`src/rtl/core/psgc_pkg.sv`:
```
`timescale 1ns / 1ps
// ----------------------------------------------------------------------------
// psgc_pkg
// Types and constants for the phase shift / Gray code unwrap pipeline.
// ----------------------------------------------------------------------------
package psgc_pkg;
	localparam int PIXEL_BITS   = 8;
	localparam int CORDIC_STEPS = 24;
	localparam int CW           = PIXEL_BITS + 28;  // CORDIC datapath width
	localparam int ZW           = 26;               // angle accumulator width
	localparam int SUMW         = PIXEL_BITS + 2;
	localparam int MSQW         = 2 * PIXEL_BITS + 2;

	localparam logic signed [18:0] Q_PI         = 19'sd205887;
	localparam logic signed [18:0] Q_HALF_PI    = 19'sd102944;
	localparam logic signed [18:0] Q_QUARTER_PI = 19'sd51472;
	localparam logic signed [31:0] Q_TWO_PI     = 32'sd411775;
	localparam logic signed [31:0] Q_32PI       = 32'sd6588397;
	localparam logic signed [31:0] ABS_MAX      = 32'sd134217727;
	localparam logic signed [31:0] ABS_MIN      = -32'sd134217728;

	localparam logic [1:0] REG_THRESHOLD  = 2'd0;
	localparam logic [1:0] REG_REF_ENABLE = 2'd1;

	typedef logic [PIXEL_BITS-1:0] pix_t;

	typedef struct packed {
		pix_t [3:0]         ps;
		pix_t [5:0]         gs;
		logic signed [27:0] ref_ph;
	} pixel_t;

	// side data that rides along the CORDIC cells
	typedef struct packed {
		logic               zero;
		logic               swap;
		logic               xneg;
		logic               yneg;
		logic [SUMW-1:0]    sum;
		logic [MSQW-1:0]    msq;
		logic [5:0]         gv;
		logic signed [27:0] ref_ph;
	} side_t;

	typedef struct packed {
		logic signed [CW-1:0] x;
		logic signed [CW-1:0] y;
		logic signed [ZW-1:0] z;
	} cordic_t;

	function automatic logic signed [ZW-1:0] atan_entry(input int i);
		logic signed [ZW-1:0] r;
		case (i)
			0: r = 26'sd13176795;
			1: r = 26'sd7778716;
			2: r = 26'sd4110060;
			3: r = 26'sd2086331;
			4: r = 26'sd1047214;
			5: r = 26'sd524117;
			6: r = 26'sd262123;
			7: r = 26'sd131069;
			default: r = ZW'(26'sd1 <<< (24 - i));
		endcase
		return r;
	endfunction
endpackage

```
`src/rtl/core/psgc_cell.sv`:
```
`timescale 1ns / 1ps
// ----------------------------------------------------------------------------
// psgc_cell
// One CORDIC vectoring iteration with its pipeline register.
// ----------------------------------------------------------------------------
module psgc_cell import psgc_pkg::*; (
	input  logic       clk,
	input  logic       arst_n,
	input  logic       en,
	input  logic [4:0] step,
	input  logic       vld_in,
	input  cordic_t    cd_in,
	input  side_t      sd_in,
	output logic       vld_q,
	output cordic_t    cd_q,
	output side_t      sd_q
);
	cordic_t nxt;
	always_comb begin
		nxt = cd_in;
		if (!cd_in.y[CW-1]) begin
			nxt.x = cd_in.x + (cd_in.y >>> step);
			nxt.y = cd_in.y - (cd_in.x >>> step);
			nxt.z = cd_in.z + atan_entry(int'(step));
		end else begin
			nxt.x = cd_in.x - (cd_in.y >>> step);
			nxt.y = cd_in.y + (cd_in.x >>> step);
			nxt.z = cd_in.z - atan_entry(int'(step));
		end
	end

	always_ff @(posedge clk or negedge arst_n) begin
		if (!arst_n) vld_q <= 1'b0;
		else if (en) vld_q <= vld_in;
	end
	always_ff @(posedge clk) begin
		if (en) begin
			cd_q <= nxt;
			sd_q <= sd_in;
		end
	end
endmodule

```
`config.mk`:
```
export PLATFORM = sky130hd
export DESIGN_NAME = psgc_cell
export DESIGN_NICKNAME = d
export VERILOG_FILES = /design/src/rtl/core/psgc_pkg.sv /design/src/rtl/core/psgc_cell.sv
export SDC_FILE = /design/constraint.sdc
export NUM_CORES = 1
export LEC_CHECK = 0
export BUFFER_PORTS_ARGS = -buffer_cell sky130_fd_sc_hd__buf_2
export CORE_ASPECT_RATIO = 1.25
export CORE_MARGIN = 2
export CORE_UTILIZATION = 40
export CTS_CLUSTER_DIAMETER = 200
export DETAILED_ROUTE_END_ITERATION = 12
export PLACE_DENSITY = 0.72
export SLEW_MARGIN = 20
export SYNTH_ARGS = -nofsm -noshare
export SYNTH_HDL_FRONTEND = slang
export SYNTH_SLANG_ARGS = --single-unit
```
`constraint.sdc`:
```
create_clock -name clk -period 0.9 [get_ports clk]
set_clock_uncertainty 0.1 [all_clocks]
set_input_delay 0.18 -clock clk [delete_from_list [all_inputs] [get_ports clk]]
set_output_delay 0.18 -clock clk [all_outputs]
set_load 0.005 [all_outputs]
```
* After elaboration in Yosys (flattened, before gate mapping) *
Cells that the tools add are included.

operators by class
  equal/unequal tests = 7
  $add $sub $neg = 7
  shift operators = 3
  multiplexer cells = 4
  reductions and logical operators = 1

operator list
  operator                                                                count
  26-bit one-hot mux with 8 select lines                                  1
  98-bit two-way mux                                                      1
  36-bit adder                                                            2
  36-bit by 5-bit >>> shifter with 36-bit output                          2
  36-bit subtractor                                                       2
  26-bit two-way mux                                                      2
  2-bit by 32-bit <<< shifter with 26-bit output (first input constant)   1
  26-bit adder                                                            1
  26-bit subtractor                                                       1
  5-bit by 3-bit equality test with 1-bit output (second input constant)  4
  5-bit by 2-bit equality test with 1-bit output (second input constant)  2
  5-bit by 5-bit subtractor with 6-bit output (first input constant)      1
  5-bit by 1-bit equality test with 1-bit output (second input constant)  1
  5-bit logical NOT                                                       1

word-level totals
  register bits after elaboration = 165
  input bits = 173

* Longest topological paths before layout *
  depth in word-level cells = 6
  mapped depth = 28
  mapped depth without buffers = 22

* Least setup slack after synthesis *
Ideal clock, no wire load.

  path kind = input -> register
  start point = in step[1]
  end point = reg cd_q[24] (netlist bit) (data pin)
  stages = 27
  data required time = 666 ps
  buffers on the path = 5
  arrival = 5967 ps
  library setup time = 134 ps
  slack = -5302 ps
  cell sequence = buf_2 -> inv_2 -> buf_2 -> buf_2 -> buf_2 -> ha_1 -> nor2b_1 -> or2_2 -> and2_1 -> a211oi_1 -> ha_1 -> nand3_1 -> nor3_1 -> and3_1 -> clkbuf_1 -> nor2_1 -> xor2_1 -> ha_1 -> a21o_1 -> a21o_1 -> a21o_1 -> or3_1 -> o21a_1 -> a311o_1 -> a21o_1 -> a2111o_1 -> nand3_1

RTL lines
  element               line             RTL
  from (decl)           psgc_cell.sv:10  input logic [4:0] step,
  to (signal assigned)  psgc_cell.sv:38  cd_q <= nxt;
  to (decl)             psgc_cell.sv:15  output cordic_t cd_q,

==> impl_metrics.ini <==
[clocking]
cts_sinks = 165
numCtsBuffers = 17
cts-root-buf = clkbuf_16
cts.clk_slew.worst_paths_ns = 0.08
cts_tree = yes
clk_latency_ns = 0.46
cts_hold_buf = 69
h-tree-depth = 4
clock_tree.buffer_depth = 2

[place]
gp_congestion = 1.00
io_buffers = 337
place_inst = 3429
dp_slack_ns = -4.86
hpwlAfterDp_um = 69500

[synth]
yosysUniqueCellTypes = 110
synth_nets = 2069
synth_ff_type = edfxtp_1
synth_top_area_share_pct = 28.1
yosysSeqAreaShare_pct = 28.3
synthTopCellsByCount = 164 x edfxtp_1, 146 x a21oi_1, 110 x nor2_1
synth_most_common_cell = edfxtp_1
synth-edff-count = 164
synthArstFlopShare_pct = 0.606
synth.area.top_cells = edfxtp_1 28%, mux4_2 9.1%, ha_1 7.3%
ys_seq_elements = 165
synth_top_cell_by_area = edfxtp_1
synth.avg_cell_area_um2 = 9.77
ys_warn_count = 0
syn_inst = 1791
syn_area_um2 = 17500

[global_route]
grt.total_usage_pct = 38.1
grt_max_degree = 37
grt_pass1_vias = 21700
overflow = 0
antenna_found_initial = 1
grt_pass1_wl_um = 129000

[timing]
post-route-period-util_pct = 577
max_slew_margin_pct = 48.0
fin_tns_setup_ns = -376.97
fmax_mhz = 193
fin_ws_ns = -4.29
setup_violations = 264
hold-worst-slack_ns = -0.0544
worst_slew_pin_slew_ns = 0.760
slew_viol_final = 0
rsz0062_at_grt = true
period_needed_ns = 5.19
final_hold_viol_count = 1

[final_layout]
fin_cells = 3607
area_growth_pct = 69.4
nets = 3306
drive_above_1_share_pct = 55.6
fin_util_pct = 68.7

[die]
core-area_um2 = 43200
initial_core_util_pct = 40.5
die_w_um = 191
io_pins = 338
die_h_um = 238
rows = 85
die_area_um2 = 45400

[route]
routed_wl_um = 90600
vias = 21200
firstDrtPassIters = 6
drc = 0
wl_per_cell_um = 25.1
detail_route.vias_per_cell = 5.89
final_antenna_net_count = 0
drt_iter0_markers = 1610

[critical_path]
cp_slowest_stage_delay_ns = 0.53
path_cells = buf_12 -> buf_12 -> mux4_2 -> mux2_4 -> a222oi_1 -> and3_4 -> ha_4 -> inv_2 -> and4bb_2 -> and4b_2 -> and2_4 -> nor2_4 -> xnor2_2 -> ha_1 -> a211o_1 -> nand2b_4 -> o211a_4 -> a221o_1 -> a221oi_4 -> a211oi_2 -> o311ai_1
ff2ff_path_depth = 1
crit_path_frequent_cell = buf_12
critPathLaunch = step[0]
r2r_end = vld_q
crit_required_ns = 1.08
path_class = input pin to flip-flop
critical_path.startpoint_type = input pin
cp_slowest_cell = mux4_2
worst_setup_path_end_kind = flip-flop
cp-endpoint = cd_q[60]
reg2reg_from = vld_q
reg2reg_slack_ns = 0
path_max_fanout = 7
critPathArrivalTime_ns = 5.37

[worst_hold_path]
hold_path_class = input pin to flip-flop
worstHoldPathCells = 2

[job]
drv_cap = 0

[pwr]
ir_drop_mv = 1.52
power_w = 0.0451
p_leak_nw = 13.3
powerDensity_nw_per_um2 = 1520

[outcome]
run_status = complete, but fails checks
violations = negative hold slack, negative setup slack
-- report_power, final --
| group | switching [W] | internal [W] |
|---|---|---|
| Sequential | 0.000485 | 0.0106 |
| Clock | 0.00369 | 0.00390 |
| Combinational | 0.0132 | 0.0132 |
-- how the worst min path moves through the flow --
stage	from	endpoint	slack, ns
CTS	cd_in[26]	cd_q[26]	-0.07
global placement	arst_n	vld_q	-0.14
floorplan	arst_n	vld_q	-0.22
detailed placement	arst_n	vld_q	-0.14
finish	cd_in[26]	cd_q[26]	-0.05
global route	cd_in[26]	cd_q[26]	-0.07
-- cell families after synthesis --
family          Yosys count  share of synthesized area (%)
compound gates          567                           22.6
simple gates            476                           14.3
mux                     169                           15.2
fa+ha+maj               105                           7.64
xor+xnor                158                           7.91
flops                   165                           28.3
buf+inv                 151                           4.08
-- placed cells by master, fill, tap and decap left out, types with 65 or more instances in the layout --
cell	count
nand2_1	98
mux4_2	72
dlygate4sd3_1	69
a21oi_1	91
buf_2	333
xor2_1	65
buf_4	847
edfxtp_1	164
nor2_1	86
ha_1	86
xnor2_1	81
-- metal layers --
layer  routed length, um  global-route usage, %  part of all wire, %  vias to the layer above
li1                    -                      -                    -                     9517
met1               32600                   41.5                   36                    10400
met2               45400                   67.6                   50                     1012
met3                5520                   6.15                  6.1                      321
met4                7080                   25.8                  7.8                        0
met5                   0                      0                    0                        -
-- registers in the layout, summed over array words and instances (netlist names) --
signal  flops
cd_q       98
sd_q       66
vld_q       1
-- cell type report --
class                           instances  area (um^2)
Multi-Input combinational cell       1475        13500
Fill cell                            3256        13500
Sequential cell                       165         4950
Clock buffer                           19          433
Inverter                               50          208
Timing Repair Buffer                 1319         9710
Antenna cell                            1         2.50
Clock inverter                         13          143
Tap cell                              565          707
-- timing repair --
item / 4_1_cts / 5_1_grt
cloned: 1 / 0
setup endpoints to repair: 263 / 264
buffers inserted: 44 / 38
pin swaps: 73 / 81
hold endpoints to repair: 69 / 1
gates resized for setup: 182 / 140
-- worst max-delay path: cells and delay by family --
kind | cells | cell delay (ns)
xor gates and xnor gates | 1 | 0.15
adders and majority gates | 2 | 0.44
AOI/OAI and AO/OA | 7 | 2.16
muxes | 2 | 0.82
buffers and inverters | 3 | 0.26
and+or+nand+nor | 6 | 1.35
-- per-stage QoR --
step | area (um^2) | hold slack, ns
floorplan | 18000 | -0.216
global placement | 26300 | -0.144
detailed placement | 26300 | -0.144
CTS | 28800 | -0.0737
global route | 29600 | -0.0684
finish | 29600 | -0.0544
Note: power is estimated with default switching activity, not from simulation.
