===== src/rtl/core/psgc_pkg.sv =====
`timescale 1ns / 1ps
// ----------------------------------------------------------------------------
// psgc_pkg
// Types and constants for the phase shift / Gray code unwrap pipeline.
// ----------------------------------------------------------------------------
package psgc_pkg;
	localparam int PIXEL_BITS   = 8;
	localparam int CORDIC_STEPS = 24;
	localparam int CW           = PIXEL_BITS + 28;  // CORDIC datapath width
	localparam int ZW           = 26;               // angle accumulator width
	localparam int SUMW         = PIXEL_BITS + 2;
	localparam int MSQW         = 2 * PIXEL_BITS + 2;

	localparam logic signed [18:0] Q_PI         = 19'sd205887;
	localparam logic signed [18:0] Q_HALF_PI    = 19'sd102944;
	localparam logic signed [18:0] Q_QUARTER_PI = 19'sd51472;
	localparam logic signed [31:0] Q_TWO_PI     = 32'sd411775;
	localparam logic signed [31:0] Q_32PI       = 32'sd6588397;
	localparam logic signed [31:0] ABS_MAX      = 32'sd134217727;
	localparam logic signed [31:0] ABS_MIN      = -32'sd134217728;

	localparam logic [1:0] REG_THRESHOLD  = 2'd0;
	localparam logic [1:0] REG_REF_ENABLE = 2'd1;

	typedef logic [PIXEL_BITS-1:0] pix_t;

	typedef struct packed {
		pix_t [3:0]         ps;
		pix_t [5:0]         gs;
		logic signed [27:0] ref_ph;
	} pixel_t;

	// side data that rides along the CORDIC cells
	typedef struct packed {
		logic               zero;
		logic               swap;
		logic               xneg;
		logic               yneg;
		logic [SUMW-1:0]    sum;
		logic [MSQW-1:0]    msq;
		logic [5:0]         gv;
		logic signed [27:0] ref_ph;
	} side_t;

	typedef struct packed {
		logic signed [CW-1:0] x;
		logic signed [CW-1:0] y;
		logic signed [ZW-1:0] z;
	} cordic_t;

	function automatic logic signed [ZW-1:0] atan_entry(input int i);
		logic signed [ZW-1:0] r;
		case (i)
			0: r = 26'sd13176795;
			1: r = 26'sd7778716;
			2: r = 26'sd4110060;
			3: r = 26'sd2086331;
			4: r = 26'sd1047214;
			5: r = 26'sd524117;
			6: r = 26'sd262123;
			7: r = 26'sd131069;
			default: r = ZW'(26'sd1 <<< (24 - i));
		endcase
		return r;
	endfunction
endpackage


===== src/rtl/core/psgc_front.sv =====
`timescale 1ns / 1ps
// ----------------------------------------------------------------------------
// psgc_front
// Sums, differences, modulation, Gray binarize/decode, octant fold.
// ----------------------------------------------------------------------------
module psgc_front import psgc_pkg::*; (
	input  logic    clk,
	input  logic    arst_n,
	input  logic    en,
	input  logic    vld_in,
	input  pixel_t  px,
	output logic    vld_s1,
	output cordic_t cd_s1,
	output side_t   sd_s1
);
	logic [SUMW-1:0]           sum;
	logic signed [PIXEL_BITS:0] di, dq;
	logic [PIXEL_BITS-1:0]     ax, ay;
	logic [MSQW-1:0]           msq;
	logic [5:0]                gv;
	logic                      bitv;
	side_t                     sd;
	cordic_t                   cd;

	always_comb begin
		sum = SUMW'(px.ps[0]) + SUMW'(px.ps[1]) + SUMW'(px.ps[2]) + SUMW'(px.ps[3]);
		di  = $signed({1'b0, px.ps[3]}) - $signed({1'b0, px.ps[1]});
		dq  = $signed({1'b0, px.ps[0]}) - $signed({1'b0, px.ps[2]});
		ay  = di[PIXEL_BITS] ? PIXEL_BITS'(-di) : di[PIXEL_BITS-1:0];
		ax  = dq[PIXEL_BITS] ? PIXEL_BITS'(-dq) : dq[PIXEL_BITS-1:0];
		msq = MSQW'(ax) * MSQW'(ax) + MSQW'(ay) * MSQW'(ay);
		bitv = 1'b0;
		for (int i = 0; i < 6; i++) begin
			bitv = bitv ^ ({px.gs[i], 2'b00} >= sum);
			gv[5-i] = bitv;
		end
		sd.zero   = (ax == '0) && (ay == '0);
		sd.swap   = ay > ax;
		sd.xneg   = dq[PIXEL_BITS];
		sd.yneg   = di[PIXEL_BITS];
		sd.sum    = sum;
		sd.msq    = msq;
		sd.gv     = gv;
		sd.ref_ph = px.ref_ph;
		cd.x = sd.swap ? {{(CW-PIXEL_BITS-24){1'b0}}, ay, 24'd0}
		               : {{(CW-PIXEL_BITS-24){1'b0}}, ax, 24'd0};
		cd.y = sd.swap ? {{(CW-PIXEL_BITS-24){1'b0}}, ax, 24'd0}
		               : {{(CW-PIXEL_BITS-24){1'b0}}, ay, 24'd0};
		cd.z = '0;
	end

	always_ff @(posedge clk or negedge arst_n) begin
		if (!arst_n) vld_s1 <= 1'b0;
		else if (en) vld_s1 <= vld_in;
	end
	always_ff @(posedge clk) begin
		if (en) begin
			cd_s1 <= cd;
			sd_s1 <= sd;
		end
	end
endmodule


===== config.mk =====
export PLATFORM = sky130hd
export DESIGN_NAME = psgc_front
export DESIGN_NICKNAME = d
export VERILOG_FILES = /design/src/rtl/core/psgc_pkg.sv /design/src/rtl/core/psgc_front.sv
export SDC_FILE = /design/constraint.sdc
export NUM_CORES = 1
export LEC_CHECK = 0
export BUFFER_PORTS_ARGS = -buffer_cell sky130_fd_sc_hd__buf_4
export CELL_PAD_IN_SITES_DETAIL_PLACEMENT = 0
export CELL_PAD_IN_SITES_GLOBAL_PLACEMENT = 1
export CORE_ASPECT_RATIO = 0.9
export CORE_MARGIN = 2
export CORE_UTILIZATION = 42
export CTS_BUF_LIST = sky130_fd_sc_hd__clkbuf_4 sky130_fd_sc_hd__clkbuf_8
export CTS_CLUSTER_SIZE = 24
export DETAILED_ROUTE_END_ITERATION = 12
export PLACE_DENSITY = 0.88
export SLEW_MARGIN = 20
export SYNTH_ARGS = -nofsm -noshare
export SYNTH_HDL_FRONTEND = slang
export SYNTH_SLANG_ARGS = --single-unit

===== constraint.sdc =====
create_clock -name clk -period 0.9 [get_ports clk]
set_input_delay 0.18 -clock clk [delete_from_list [all_inputs] [get_ports clk]]
set_output_delay 0.18 -clock clk [all_outputs]
set_load 0.02 [all_outputs]

* Yosys cells after proc, flatten, opt, wreduce, memory -nomap -nowiden
Index checks and enable logic that the tools add are counted.
** Word-level totals
- Output and inout port bits :: 165
- Word-level logic and storage cells :: 40
- Bits in registers :: 139
** Cells by class
- Add/subtract/negate cells :: 8
- Reduce and logical (&&, ||, !) cells :: 3
- Order comparisons :: 7
- Bitwise gates (word level) :: 5
- $mul :: 2
- Multiplexer cells :: 4
** Operator list (count)
- 32-bit 2-to-1 mux :: 2
- 10-bit greater-or-equal comparator :: 6
- 8-bit by 8-bit multiplier with 16-bit output :: 2
- 8-bit by 8-bit subtractor with 9-bit output :: 2
- 16-bit by 16-bit adder with 17-bit output :: 1
- 8-bit logical NOT :: 2
- 8-bit 2-to-1 mux :: 2
- 8-bit negation :: 2
- 10-bit by 8-bit adder with 10-bit output :: 1
- 9-bit by 8-bit adder with 10-bit output :: 1
- 8-bit by 8-bit adder with 9-bit output :: 1
- 8-bit > comparator :: 1
- 1-bit XOR :: 5
- 1-bit logical AND :: 1

* Logic depth before layout (Yosys ltp)
- Depth after elaboration :: 9
- Gate-level depth with buffers :: 31
- Mapped depth without buffers :: 31

* Least setup slack after synthesis
Ideal clock, no wire load.
- Kind :: input -> register
- From :: input port px[76] (netlist name)
- To :: register sd_s1[50] (netlist name) (data pin)
- Path buffers :: 1
- Arrival time :: 6.935 ns
- Stages :: 30
- Setup time :: 0.262 ns
- Data required time :: 0.638 ns
- Setup slack :: -6.297 ns
- Path through :: inv_1 > ha_1 > inv_1 > fa_1 > a211oi_2 > o21ai_0 > a21o_1 > a21o_1 > inv_1 > o21ai_0 > xor2_1 > clkbuf_1 > nor2_1 > inv_1 > fa_1 > fa_1 > inv_1 > fa_1 > fa_1 > inv_1 > fa_1 > fa_1 > inv_1 > ha_1 > nor2b_1 > o21a_1 > o311a_1 > nor3_1 > o31ai_1 > xnor2_1
** RTL lines
- start: declaration :: RTL line psgc_front.sv:11 : input pixel_t px,
- 8-bit by 8-bit subtractor with 9-bit output :: RTL line psgc_front.sv:28 : dq = $signed({1'b0, px.ps[0]}) - $signed({1'b0, px.ps[2]});
- via dq[8] :: RTL line psgc_front.sv:17 : logic signed [PIXEL_BITS:0] di, dq;
- 8-bit 2-to-1 mux :: RTL line psgc_front.sv:30 : ax = dq[PIXEL_BITS] ? PIXEL_BITS'(-dq) : dq[PIXEL_BITS-1:0];
- 8-bit by 8-bit multiplier with 16-bit output :: RTL line psgc_front.sv:31 : msq = MSQW'(ax) * MSQW'(ax) + MSQW'(ay) * MSQW'(ay);
- 16-bit by 16-bit adder with 17-bit output :: RTL line psgc_front.sv:31
- via msq[16] :: RTL line psgc_front.sv:19 : logic [MSQW-1:0] msq;
- end signal: assignment :: RTL line psgc_front.sv:59 : sd_s1 <= sd;
- end: declaration :: RTL line psgc_front.sv:14 : output side_t sd_s1
The timed path passes the listed nets, and every way through them passes these cells.
A chain may end at the register's enable or synchronous reset.

* Worst setup path after layout
- From :: input port px[76] (netlist name)
- To :: register sd_s1[50] (netlist name) (data pin)
** On the way
- Cells in the longest elaborated chain, start to end :: 5
** Ends and longest elaborated chain (RTL line)
- 8-bit by 8-bit subtractor with 9-bit output (*) :: psgc_front.sv:28
- 8-bit negation :: psgc_front.sv:30
- 8-bit 2-to-1 mux (*) :: psgc_front.sv:30
- 8-bit by 8-bit multiplier with 16-bit output (*) :: psgc_front.sv:31
- 16-bit by 16-bit adder with 17-bit output (*) :: psgc_front.sv:31
- via msq[16] :: psgc_front.sv:19
Mark *: on every way through the listed nets, which the timed path passes. The rest lies on a longest branch.

==> results.txt <==
The via count of the routed design came out at 7970. Setup repair after global routing could not meet its margin everywhere. The half-perimeter wire length after placement came out at 20400 um. The number of buffers and inverters on the critical path came out at 9.

The total clock buffers created by CTS came out at 9. The fraction of registers with async set/reset came out at 0.0122. The critical path in this run is classified as in -> reg. The clock tree synthesis step divided the H-tree into 3 levels.

The count of TritonRoute iterations in the first routing pass is 5. The share of post-route cells with drive strength above 1 came out at 0.459. The sum of routed wire length over all layers is 26300 um.

The maximum fanout along the worst path came out at 5. The via count of the first global-routing pass is 8222. The max-slew violation count came out at 0. On the final layout, the worst clock skew is 0 ns. The y dimension of the die is 147 um. The cell row count came out at 52.

The area added between synthesis and finish came out at 57.9%. The initial core utilization came out at 0.425. The count of pins on the block boundary is 277. The overall overflow remaining after global route is 0. The cell depth of the worst flop-to-flop path came out at 2.

The number of antenna violations at the first check in global routing came out at 0. The maximum clock rate is 150 MHz. Once detail routing completed, the nets flagged for antenna violations numbered 0.

The number of placed instances, taps included, is 1586. Max-cap violations in this run came to 0. Summed over all failing endpoints, the final setup total negative slack is -183.58 ns. The number of diodes added for antenna fixing is 0. The cell that appears most often on the critical path is fa_1. In the layout the commonest cells are buf_4, buf_6, inv_1.

The overall die area came out at 23800 um2. For this run, the leading register cell type out of synthesis is edfxtp_1. The kind of cell with the highest combined delay along the critical path is adder cells. The clock sink count came out at 82.

Clock tree synthesis selected as its root buffer the cell clkbuf_8. Using the TritonRoute via totals, the vias-per-cell ratio works out to 4.75. The insertion delay to the later sink of the worst-skew pair is 0.37 ns.

The period utilization came out at 7.42. Yosys mapped a number of flops with a built-in enable equal to 81. The wire length of the first global-routing pass is 41200 um. The area of the core is 22300 um2.

The die span in x is 162 um. Setup slack on the critical path of the routed design comes to -5.78 ns. The number of buffers between clock root and the deepest sink came out at 2. Subtracting the final worst setup slack from the clock period gives 6.68 ns. The run finished, with violations left. For this run, the register share of the synthesized area comes to 0.259. The maximum number of pins on one net before global-route repair came out at 24. The signal arrival time at the worst endpoint came out at 6.81 ns. The post-placement setup slack is -6.48 ns. The synthesized area came out at 9480 um2.

The count of buffers added on input and output ports is 193. The synthesis warning total is 0. For this run, design rule violations remaining after detail routing come to 0.

The flip-flop and latch count after synthesis is 82. The maximum single-stage delay on the critical path is 0.54 ns. The data required time at the worst endpoint came out at 1.03 ns.

The cell count after synthesis came out at 908. The number of fillers in the final layout came out at 1639. The final net count is 1715. The core utilization of the finished layout came out at 0.671. The number of endpoints with negative hold slack in the final report came out at 0. The placer's final routability congestion estimate came out at 0.896.

Clock-pin slew was measured on the worst setup and hold paths at 0.10 ns. Across every metal layer, demand over resource in global routing totals 0.221. Leaving out fill and tap cells, the most frequent cell in the layout is buf_4. The number of distinct library cells after synthesis came out at 60. The checks that failed: negative setup slack. The slowest cell on the critical path is fa_1. The class of the most critical hold timing path is in -> reg. The number of non-filler instances in the completed layout is 1677. The worst setup path is captured at a flip-flop. The average wire length per cell after detail routing came out at 15.7 um. TritonCTS built the clock tree. The worst setup path is launched from a primary input. The synthesized area divided by synthesized cell count came out at 10.4 um2. The number of violations reported at the end of detailed-routing iteration 0 came out at 522. The path length in cells of the critical path is 31. Setup violations remaining at the end of the flow were counted as 136. Along the worst hold path, the cell count comes to 2.
==> metal layers <==
layer  vias up  GRT usage  wire length, um
met5         -          0                0
met4         0     0.0606              671
met3        42     0.0327             1590
met2       282      0.378            12900
met1      3861      0.292            11100
li1       3785          -                -
==> cell usage after synthesis, drive strengths merged, types with 5 or more instances <==
cell	number	area (um2)
a211oi	6	50.1
nand2	28	105
fa	94	1880
nor2	75	284
nand3	9	45.0
a31oi	6	52.6
a21o	19	143
and3	5	31.3
o21a	10	75.1
xnor2	27	255
ha	134	1680
a21oi	39	203
o21ai	21	105
clkbuf	9	33.8
nand2b	6	37.5
buf	85	654
xor2	22	200
inv	153	577
o21bai	6	45.0
nand4	5	31.3
mux2i	14	140
nor3	16	85.1
edfxtp	81	2430
==> cell type report <==
cell class,instances,area [um2],share of cell area
clock inverters,6,48.8,0.00326
multi-input cells,659,7090,0.474
inverters,155,638,0.0426
flip-flops and latches,82,2460,0.164
clock buffers,10,138,0.00920
repair buffers,468,4220,0.282
well taps,297,372,0.0248
==> stage by stage <==
stage | area, um2 | hold WS, ns
after floorplan | 10300 | -0.116
after detailed placement | 13000 | -0.0423
after global placement | 13000 | -0.0438
final | 15000 | 0.0664
after global routing | 15000 | 0.0542
after CTS | 14500 | 0.0135
==> final timing paths <==
kind | startpoint | endpoint | slack [ns]
max | px[76] | sd_s1[50] | -5.78
min | vld_in | vld_s1 | 0.07
max reg2reg | vld_s1 | vld_s1 | -0.03
min reg2reg | vld_s1 | vld_s1 | 0.68
max in group asynchronous | arst_n | vld_s1 | 0.71
min in group asynchronous | arst_n | vld_s1 | 0.11
==> what timing repair did <==
| action | 4_1_cts | 5_1_grt |
|---|---|---|
| setup endpoints to repair | 135 | 135 |
| hold buffers | 29 | 0 |
| gates resized for setup | 193 | 82 |
| endpoints found under the hold margin | 29 | 0 |
| buffers inserted | 38 | 20 |
| pin swaps | 84 | 60 |
| gates cloned | 0 | 0 |
==> state kept, by name (all words and copies together) (netlist names) <==
register  flops
sd_s1        65
cd_s1        16
vld_s1        1
==> logic make-up (layout without fill, tap and decap cells) <==
kind of cell               after synthesis  in the layout  synth area share
buffers and inverters                  249            639             0.134
DFF                                     82             82             0.259
and+or+nand+nor                        159            159            0.0764
other                                    1             83          0.000396
xor gates and xnor gates                50             50            0.0504
muxes                                   15             15            0.0160
AOI/OAI and AO/OA                      123            123            0.0868
adders and majority gates              229            229             0.377
==> worst register-to-register path: stages, from the launching register on <==
cell and delay (ns):
dfrtp_1 0.41, buf_4 0.15, mux2_4 0.27
Power is left out: the tool's default activity adds up to more than one toggle a clock period on the data nets, which glitch-free logic cannot reach.
