===== src/rtl/core/psgc_pkg.sv =====
`timescale 1ns / 1ps
// ----------------------------------------------------------------------------
// psgc_pkg
// Types and constants for the phase shift / Gray code unwrap pipeline.
// ----------------------------------------------------------------------------
package psgc_pkg;
	localparam int PIXEL_BITS   = 8;
	localparam int CORDIC_STEPS = 24;
	localparam int CW           = PIXEL_BITS + 28;  // CORDIC datapath width
	localparam int ZW           = 26;               // angle accumulator width
	localparam int SUMW         = PIXEL_BITS + 2;
	localparam int MSQW         = 2 * PIXEL_BITS + 2;

	localparam logic signed [18:0] Q_PI         = 19'sd205887;
	localparam logic signed [18:0] Q_HALF_PI    = 19'sd102944;
	localparam logic signed [18:0] Q_QUARTER_PI = 19'sd51472;
	localparam logic signed [31:0] Q_TWO_PI     = 32'sd411775;
	localparam logic signed [31:0] Q_32PI       = 32'sd6588397;
	localparam logic signed [31:0] ABS_MAX      = 32'sd134217727;
	localparam logic signed [31:0] ABS_MIN      = -32'sd134217728;

	localparam logic [1:0] REG_THRESHOLD  = 2'd0;
	localparam logic [1:0] REG_REF_ENABLE = 2'd1;

	typedef logic [PIXEL_BITS-1:0] pix_t;

	typedef struct packed {
		pix_t [3:0]         ps;
		pix_t [5:0]         gs;
		logic signed [27:0] ref_ph;
	} pixel_t;

	// side data that rides along the CORDIC cells
	typedef struct packed {
		logic               zero;
		logic               swap;
		logic               xneg;
		logic               yneg;
		logic [SUMW-1:0]    sum;
		logic [MSQW-1:0]    msq;
		logic [5:0]         gv;
		logic signed [27:0] ref_ph;
	} side_t;

	typedef struct packed {
		logic signed [CW-1:0] x;
		logic signed [CW-1:0] y;
		logic signed [ZW-1:0] z;
	} cordic_t;

	function automatic logic signed [ZW-1:0] atan_entry(input int i);
		logic signed [ZW-1:0] r;
		case (i)
			0: r = 26'sd13176795;
			1: r = 26'sd7778716;
			2: r = 26'sd4110060;
			3: r = 26'sd2086331;
			4: r = 26'sd1047214;
			5: r = 26'sd524117;
			6: r = 26'sd262123;
			7: r = 26'sd131069;
			default: r = ZW'(26'sd1 <<< (24 - i));
		endcase
		return r;
	endfunction
endpackage


===== src/rtl/core/psgc_back.sv =====
`timescale 1ns / 1ps
// ----------------------------------------------------------------------------
// psgc_back
// Angle rounding and mirroring, unwrap, reference correction, mask.
// ----------------------------------------------------------------------------
module psgc_back import psgc_pkg::*; (
	input  logic               clk,
	input  logic               arst_n,
	input  logic               en,
	input  logic               vld_in,
	input  cordic_t            cd,
	input  side_t              sd,
	input  logic [7:0]         thr,
	input  logic               ref_en,
	output logic               vld_s3,
	output logic signed [27:0] abs_s3,
	output logic signed [18:0] wrp_s3,
	output logic [9:0]         sum_s3,
	output logic [16:0]        msq_s3,
	output logic               ok_s3
);
	// stage 1: wrapped phase, unwrap offset product
	logic signed [ZW-1:0] zc;
	logic signed [19:0]   q, a, w;
	logic [5:0]           k1, k2;
	logic signed [7:0]    kk;
	logic signed [31:0]   d0;
	logic [15:0]          thr_sq;
	logic                 vld_s1, ok_s1, ok_s2, ref_en_s1;
	logic signed [31:0]   d_s1, ref_s1, d_s2;
	logic signed [18:0]   w_s1, w_s2;
	side_t                sd_s1, sd_s2;
	logic                 vld_s2;
	// stage 2 / 3
	logic signed [28:0]   diff, diff_s2;
	logic signed [47:0]   prod;
	logic signed [5:0]    qq, qq_s2;
	logic signed [31:0]   qm, rem, e, d3;

	always_comb begin
		zc = cd.z[ZW-1] ? '0 : cd.z;
		q  = 20'((zc + 26'sd128) >>> 8);
		if (q > 20'(Q_QUARTER_PI)) q = 20'(Q_QUARTER_PI);
		a = sd.swap ? 20'(Q_HALF_PI) - q : q;
		if (sd.xneg) a = 20'(Q_PI) - a;
		if (sd.yneg) a = -a;
		w = sd.zero ? '0 : a;
		k1 = {1'b0, sd.gv[5:1]};
		k2 = 6'((7'(sd.gv) + 7'd1) >> 1);
		if (w <= -20'(Q_HALF_PI))   kk = 8'(k2);
		else if (w >= 20'(Q_HALF_PI)) kk = 8'(k2) - 8'sd1;
		else kk = 8'(k1);
		d0 = 32'(w) + Q_TWO_PI * 32'(kk);
		thr_sq = 16'(thr) * 16'(thr);
	end

	always_ff @(posedge clk or negedge arst_n) begin
		if (!arst_n) begin
			vld_s1 <= 1'b0; vld_s2 <= 1'b0; vld_s3 <= 1'b0;
		end else if (en) begin
			vld_s1 <= vld_in; vld_s2 <= vld_s1; vld_s3 <= vld_s2;
		end
	end

	// floor((ref - d) / 32pi) by reciprocal 2^40 / 32pi; estimate is off by at most one
	always_comb begin
		diff = 29'(ref_s1 - d_s1);
		prod = 48'(diff) * 48'sd166886;
		qq   = 6'(prod >>> 40);
	end

	// remainder check fixes the estimate, then saturate
	always_comb begin
		qm  = 32'(qq_s2) * Q_32PI;
		rem = 32'(diff_s2) - qm;
		if (rem < 0) e = qm - Q_32PI;
		else if (rem >= Q_32PI) e = qm + Q_32PI;
		else e = qm;
		d3 = d_s2 + e;
		if (d3 > ABS_MAX) d3 = ABS_MAX;
		if (d3 < ABS_MIN) d3 = ABS_MIN;
	end

	always_ff @(posedge clk) begin
		if (en) begin
			d_s1 <= d0;
			ref_s1 <= 32'(sd.ref_ph);
			w_s1 <= 19'(w);
			sd_s1 <= sd;
			ok_s1 <= sd.msq > {thr_sq, 2'b00};
			ref_en_s1 <= ref_en;
			// stage 2: quotient estimate
			qq_s2 <= ref_en_s1 ? qq : '0;
			diff_s2 <= ref_en_s1 ? diff : '0;
			d_s2 <= d_s1;
			w_s2 <= w_s1;
			sd_s2 <= sd_s1;
			ok_s2 <= ok_s1;
			// stage 3: correct, saturate and mask
			abs_s3 <= ok_s2 ? 28'(d3) : '0;
			wrp_s3 <= w_s2;
			sum_s3 <= 10'(sd_s2.sum);
			msq_s3 <= 17'(sd_s2.msq);
			ok_s3 <= ok_s2;
		end
	end
endmodule


===== config.mk =====
export PLATFORM = sky130hd
export DESIGN_NAME = psgc_back
export DESIGN_NICKNAME = d
export VERILOG_FILES = /design/src/rtl/core/psgc_pkg.sv /design/src/rtl/core/psgc_back.sv
export SDC_FILE = /design/constraint.sdc
export NUM_CORES = 2
export LEC_CHECK = 0
export ABC_AREA = 1
export BUFFER_PORTS_ARGS = -buffer_cell sky130_fd_sc_hd__buf_2
export CORE_UTILIZATION = 44
export CTS_CLUSTER_DIAMETER = 50
export DETAILED_ROUTE_END_ITERATION = 10
export REMOVE_ABC_BUFFERS = 1
export SETUP_SLACK_MARGIN = 0.5
export SYNTH_ARGS = -nofsm -noshare
export SYNTH_HDL_FRONTEND = slang
export SYNTH_SLANG_ARGS = --single-unit

===== constraint.sdc =====
create_clock -name clk -period 13.9 [get_ports clk]
set_input_delay 0 -clock clk [delete_from_list [all_inputs] [get_ports clk]]
set_output_delay 0 -clock clk [all_outputs]
set_load 0.1 [all_outputs]

# Word-level counts from Yosys, hierarchy flattened
# Cells that the tools add are included.
# op_classes
muxes,12
n_reduce_logical,1
magnitude_cmp,8
mul,4
bitwise,1
addsub,12
# op_table
operator,n
20-bit two-way mux,5
32-bit two-way mux,3
29-bit by 18-bit multiplier with 45-bit output (second input constant),1
29-bit by 32-bit adder with 32-bit output,1
32-bit by 28-bit > comparator with 1-bit output (second input constant),1
32-bit by 28-bit < comparator with 1-bit output (second input constant),1
30-bit by 24-bit adder with 31-bit output (second input constant),1
31-bit by 24-bit greater-or-equal comparator with 1-bit output (second input constant),1
31-bit by 1-bit < comparator with 1-bit output (second input constant),1
29-bit by 30-bit subtractor with 31-bit output,1
30-bit by 24-bit subtractor with 31-bit output (second input constant),1
6-bit by 24-bit multiplier with 30-bit output (second input constant),1
20-bit by 28-bit adder with 29-bit output,1
28-bit by 29-bit subtractor with 29-bit output,1
20-bit by 8-bit multiplier with 28-bit output (first input constant),1
28-bit two-way mux,1
25-bit by 8-bit adder with 26-bit output (second input constant),1
25-bit two-way mux,1
20-bit by 18-bit greater-or-equal comparator with 1-bit output (second input constant),1
20-bit by 18-bit <= comparator with 1-bit output (second input constant),1
20-bit negation,1
18-bit by 20-bit subtractor with 20-bit output (first input constant),1
19-bit by 20-bit subtractor with 20-bit output (first input constant),1
18-bit by 17-bit > comparator with 1-bit output (second input constant),1
other kinds (7),8
# word_totals
wordCells,61
register_bits,294
in_bits,177

# Longest topological paths before layout
# logic_depth
depth_word,16
ltp_mapped,81
ltp_nobuf,80

# Worst setup path before layout
# Ideal clock, no wire load.
# synth_timing
kind,register to register
from,reg qq_s2[1]
to,reg abs_s3[10] (data pin)
arrival_ns,10.593
required_time_ns,13.630
stages_incl_launch_ff,60
synth_period_minus_slack_ns,10.863
path_buffers,3
slack_ns,3.037
path_cell_list,edfxtp_1 > inv_1 > fa_1 > inv_1 > fa_1 > fa_1 > ha_1 > ha_1 > a21oi_1 > o21ai_0 > a21oi_1 > o21bai_1 > nand3_1 > nor2_1 > nor2_1 > o21ai_0 > a31oi_1 > o21ai_0 > [24 not listed] > a21oi_1 > o21ai_1 > a21boi_0 > o21ai_1 > a21boi_0 > o21ai_1 > a21boi_0 > o21ai_1 > a21boi_0 > o21ai_1 > nand3_1 > nand2_1 > xor2_1 > nor3_1 > a21bo_2 > clkbuf_1 > buf_2 > a21oi_1
# synth_between
elab_chain_cells,10
# synth_lines
element,line_no,source
start: declaration,psgc_back.sv:37,"logic signed [5:0] qq, qq_s2;"
start signal: assignment,psgc_back.sv:93,qq_s2 <= ref_en_s1 ? qq : '0;
6-bit by 24-bit multiplier with 30-bit output (*),psgc_back.sv:74,qm = 32'(qq_s2) * Q_32PI;
29-bit by 30-bit subtractor with 31-bit output,psgc_back.sv:75,rem = 32'(diff_s2) - qm;
31-bit by 24-bit greater-or-equal comparator with 1-bit output,psgc_back.sv:77,else if (rem >= Q_32PI) e = qm + Q_32PI;
32-bit two-way mux,psgc_back.sv:77,
32-bit two-way mux (*),psgc_back.sv:76,if (rem < 0) e = qm - Q_32PI;
29-bit by 32-bit adder with 32-bit output (*),psgc_back.sv:79,d3 = d_s2 + e;
32-bit by 28-bit > comparator with 1-bit output,psgc_back.sv:80,if (d3 > ABS_MAX) d3 = ABS_MAX;
32-bit two-way mux (*),psgc_back.sv:80,
32-bit by 28-bit < comparator with 1-bit output,psgc_back.sv:81,if (d3 < ABS_MIN) d3 = ABS_MIN;
2-bit OR reduction (no source line),--,
end signal: assignment,psgc_back.sv:100,abs_s3 <= ok_s2 ? 28'(d3) : '0;
end: declaration,psgc_back.sv:16,"output logic signed [27:0] abs_s3,"
# Mark *: on every way between the ends. The rest lies on a longest branch, timed or not.
# A chain may end at the register's enable or synchronous reset.

# Final worst setup path
# layout_timing
from,reg qq_s2[1]
to,reg abs_s3[3] (data pin)
# The elaborated chain is that of the path after synthesis.

==> impl_metrics.yaml <==
floorplan:
  die_h_um: 278
  core-area_um2: 74800
  die_area_um2: 77100
  initial_core_util: 0.447
  ioPinCount: 253
  std_cell_rows: 100
  die_x_um: 278
critical_path:
  critical_path.startpoint: "qq_s2[1]"
  required_ps: 14180
  cp.arrival_ps: 12620
  r2r_start: "qq_s2[1]"
  worst_path_max_delay_cell: "fa_1"
  worst_setup_path_start_kind: "register"
  crit_path_end_kind: "register"
  slowest_delay_ps: 540
  worst_path_most_repeated_cell: "nand2_1"
  critPathKind: "reg -> reg"
  worst-path-max-fanout: 27
global_routing:
  grt_pass1_wl_um: 125000
  antenna_found_initial: 3
  gr-total-overflow: 0
  grt_max_degree: 120
  grtUsageTotal: 0.204
  grt_pass1_vias: 24600
sta:
  skew_ps: 14.4
  hold_violations: 0
  rsz0062_at_grt: "false"
  whs_ps: 50.0
  setup_violations: 0
  relSlewSlack: 0.315
  min_period_over_period: 0.887
  min_period_ps: 12330
  fmax_mhz: 81.1
  slew_viol_final: 0
  fin_tns_setup_ps: 0
  tightest_slew_ps: 1030
  setup_ws_ps: 1570
route:
  routedWlPerCell_um: 15.5
  dr.first_iter.drc_count: 1327
  post-route-drc-count: 0
  viasPerCell: 4.92
  vias: 24400
  dr.pass1.iters: 7
  wl_um: 77000
  ant_nets: 0
synth:
  netlist_area_um2: 33400
  syn_area_per_cell_um2: 9.03
  ys.flop_type: "edfxtp_1"
  ys_warn_count: 0
  synth-seq-cells: 294
  synth_cells: 3705
  synthArstFlopShare: 0.0102
  synth.distinct_cells: 61
  synth_top_area_share: 0.261
  synth_area_leader_cell: "edfxtp_1"
  synth_seq_area_share: 0.263
  synth_edf_count: 291
  yosys-top-cells-area: "edfxtp_1 26%, fa_1 18%, ha_1 18%"
cts:
  cts_buffers: 40
  cts_tree: "done"
  cts_buffer_depth: 3
  cts_root_buf: "clkbuf_16"
  cts.sinks: 294
  clk_pin_slew_ps: 60
  insertion_delay_ps: 560
  h-tree-depth: 2
placement:
  pre_cts_slack_ps: 1340
  port_buffers: 173
  place.gp.congestion: 0.896
  dpl.hpwl_um: 63400
worst_hold_path:
  hp-start: "en"
  min_path_type: "in -> reg"
final_layout:
  diodes: 0
  syn2layout_area_growth_pct: 12.5
  layout-drive-gt1-share: 0.0920
  nets: 4942
  n_fill_cell: 7088
  post-route-util: 0.503
run:
  maxCapViolCount: 0
outcome:
  outcome: "finished clean"
[state kept, by name, indices dropped and copies added, names as in the netlist, 6 cells and up]
signal   cells
sd_s2       27
qq_s2        6
w_s2        19
w_s1        19
diff_s2     29
msq_s3      17
sum_s3      10
d_s1        29
wrp_s3      19
ref_s1      28
sd_s1       27
abs_s3      28
d_s2        29
[per-layer routing]
metal,wire length (µm),global-route usage,share of wire
met5,32,0,0.00042
met4,1720,0.0528,0.022
met3,2950,0.0227,0.038
met2,37600,0.354,0.49
met1,34700,0.270,0.45
[worst max-delay path, delay by kind of cell (launching register included)]
| family | cells | cell delay (ps) |
|---|---|---|
| compound gates | 24 | 4300 |
| xor+xnor | 3 | 950 |
| fa+ha+maj | 7 | 2840 |
| buf+inv | 8 | 1230 |
| flops | 1 | 490 |
| simple gates | 19 | 2200 |
[per-stage QoR]
stage / area, µm² / std cells
floorplan: 33200 / 3668
global placement: 35500 / 4831
detailed placement: 35500 / 4831
CTS: 37500 / 4965
global route: 37600 / 4971
finish: 37600 / 4971
[synth_stat cells, drive strengths merged (2+ instances only)]
cell and instances:
xor2 139, a221oi 2, o211ai 8, nand4 37, or2 11, edfxtp 291
nand2 564, o21ai 113, a21boi 10, o32ai 2, buf 18, dfrtp 3
fa 307, nor3 30, mux2 5, a211oi 6, nand3b 11, inv 867
o21bai 20, ha 488, o31ai 8, a21o 9, o22ai 10, o21a 3
clkbuf 19, nor4 7, xnor2 53, clkinv 9, nor2 213, o221ai 3
nand3 170, a31oi 9, a21oi 245, o41ai 3
[timing repair]
action	in CTS	in global routing
buffers inserted	0	5
endpoints found under the hold margin	62	0
hold buffers	60	0
gates resized for setup	0	11
setup endpoints to repair	0	27
[worst paths after layout]
| path | to | slack, ps | depth (start not counted) |
|---|---|---|---|
| min in group asynchronous | vld_s2 | 350 | 3 |
| max reg2reg | abs_s3[3] | 1570 | 61 |
| max in group asynchronous | vld_s1 | 13380 | 3 |
| min | wrp_s3[16] | 50 | 1 |
| max | abs_s3[3] | 1570 | 61 |
| min reg2reg | wrp_s3[4] | 410 | 0 |
[cells by family (layout without fill, tap and decap cells)]
group	Yosys count	after routing	synth area share
xor gates and xnor gates	192	192	0.0505
other	1	1	0.000112
AOI/OAI and AO/OA	460	461	0.0769
DFF	294	294	0.263
muxes	5	5	0.00168
buffers and inverters	913	1209	0.104
and+or+nand+nor	1045	1045	0.137
adders and majority gates	795	795	0.366
[final cells by class]
type / count / area, µm² / share of cell area
Inverter: 876 / 3290 / 0.0875
Multi-Input combinational cell: 2499 / 21200 / 0.563
Clock inverter: 30 / 395 / 0.0105
Timing Repair Buffer: 259 / 1670 / 0.0444
Sequential cell: 294 / 8810 / 0.234
Clock buffer: 44 / 1060 / 0.0281
Tap cell: 969 / 1210 / 0.0322
[cell usage in the layout (no fill, tap or decap), types with 12 or more instances in the layout]
cell / synthesis / layout
nand2_2: 25 / 25
o21ai_0: 102 / 100
o21bai_1: 20 / 20
edfxtp_1: 291 / 291
ha_1: 488 / 488
inv_2: 18 / 18
buf_4: 1 / 26
nand2_1: 536 / 536
nor3_1: 30 / 29
nor2_1: 196 / 196
o21ai_1: 10 / 12
xnor2_1: 53 / 53
nand4_1: 37 / 37
clkbuf_16: 0 / 42
clkinv_1: 8 / 14
xor2_1: 138 / 136
nand3_1: 160 / 160
a21oi_1: 243 / 243
buf_2: 9 / 172
inv_1: 849 / 848
dlygate4sd3_1: 0 / 60
fa_1: 307 / 307
Power is left out: the tool's default activity adds up to more than one toggle a clock period on the data nets, which glitch-free logic cannot reach.
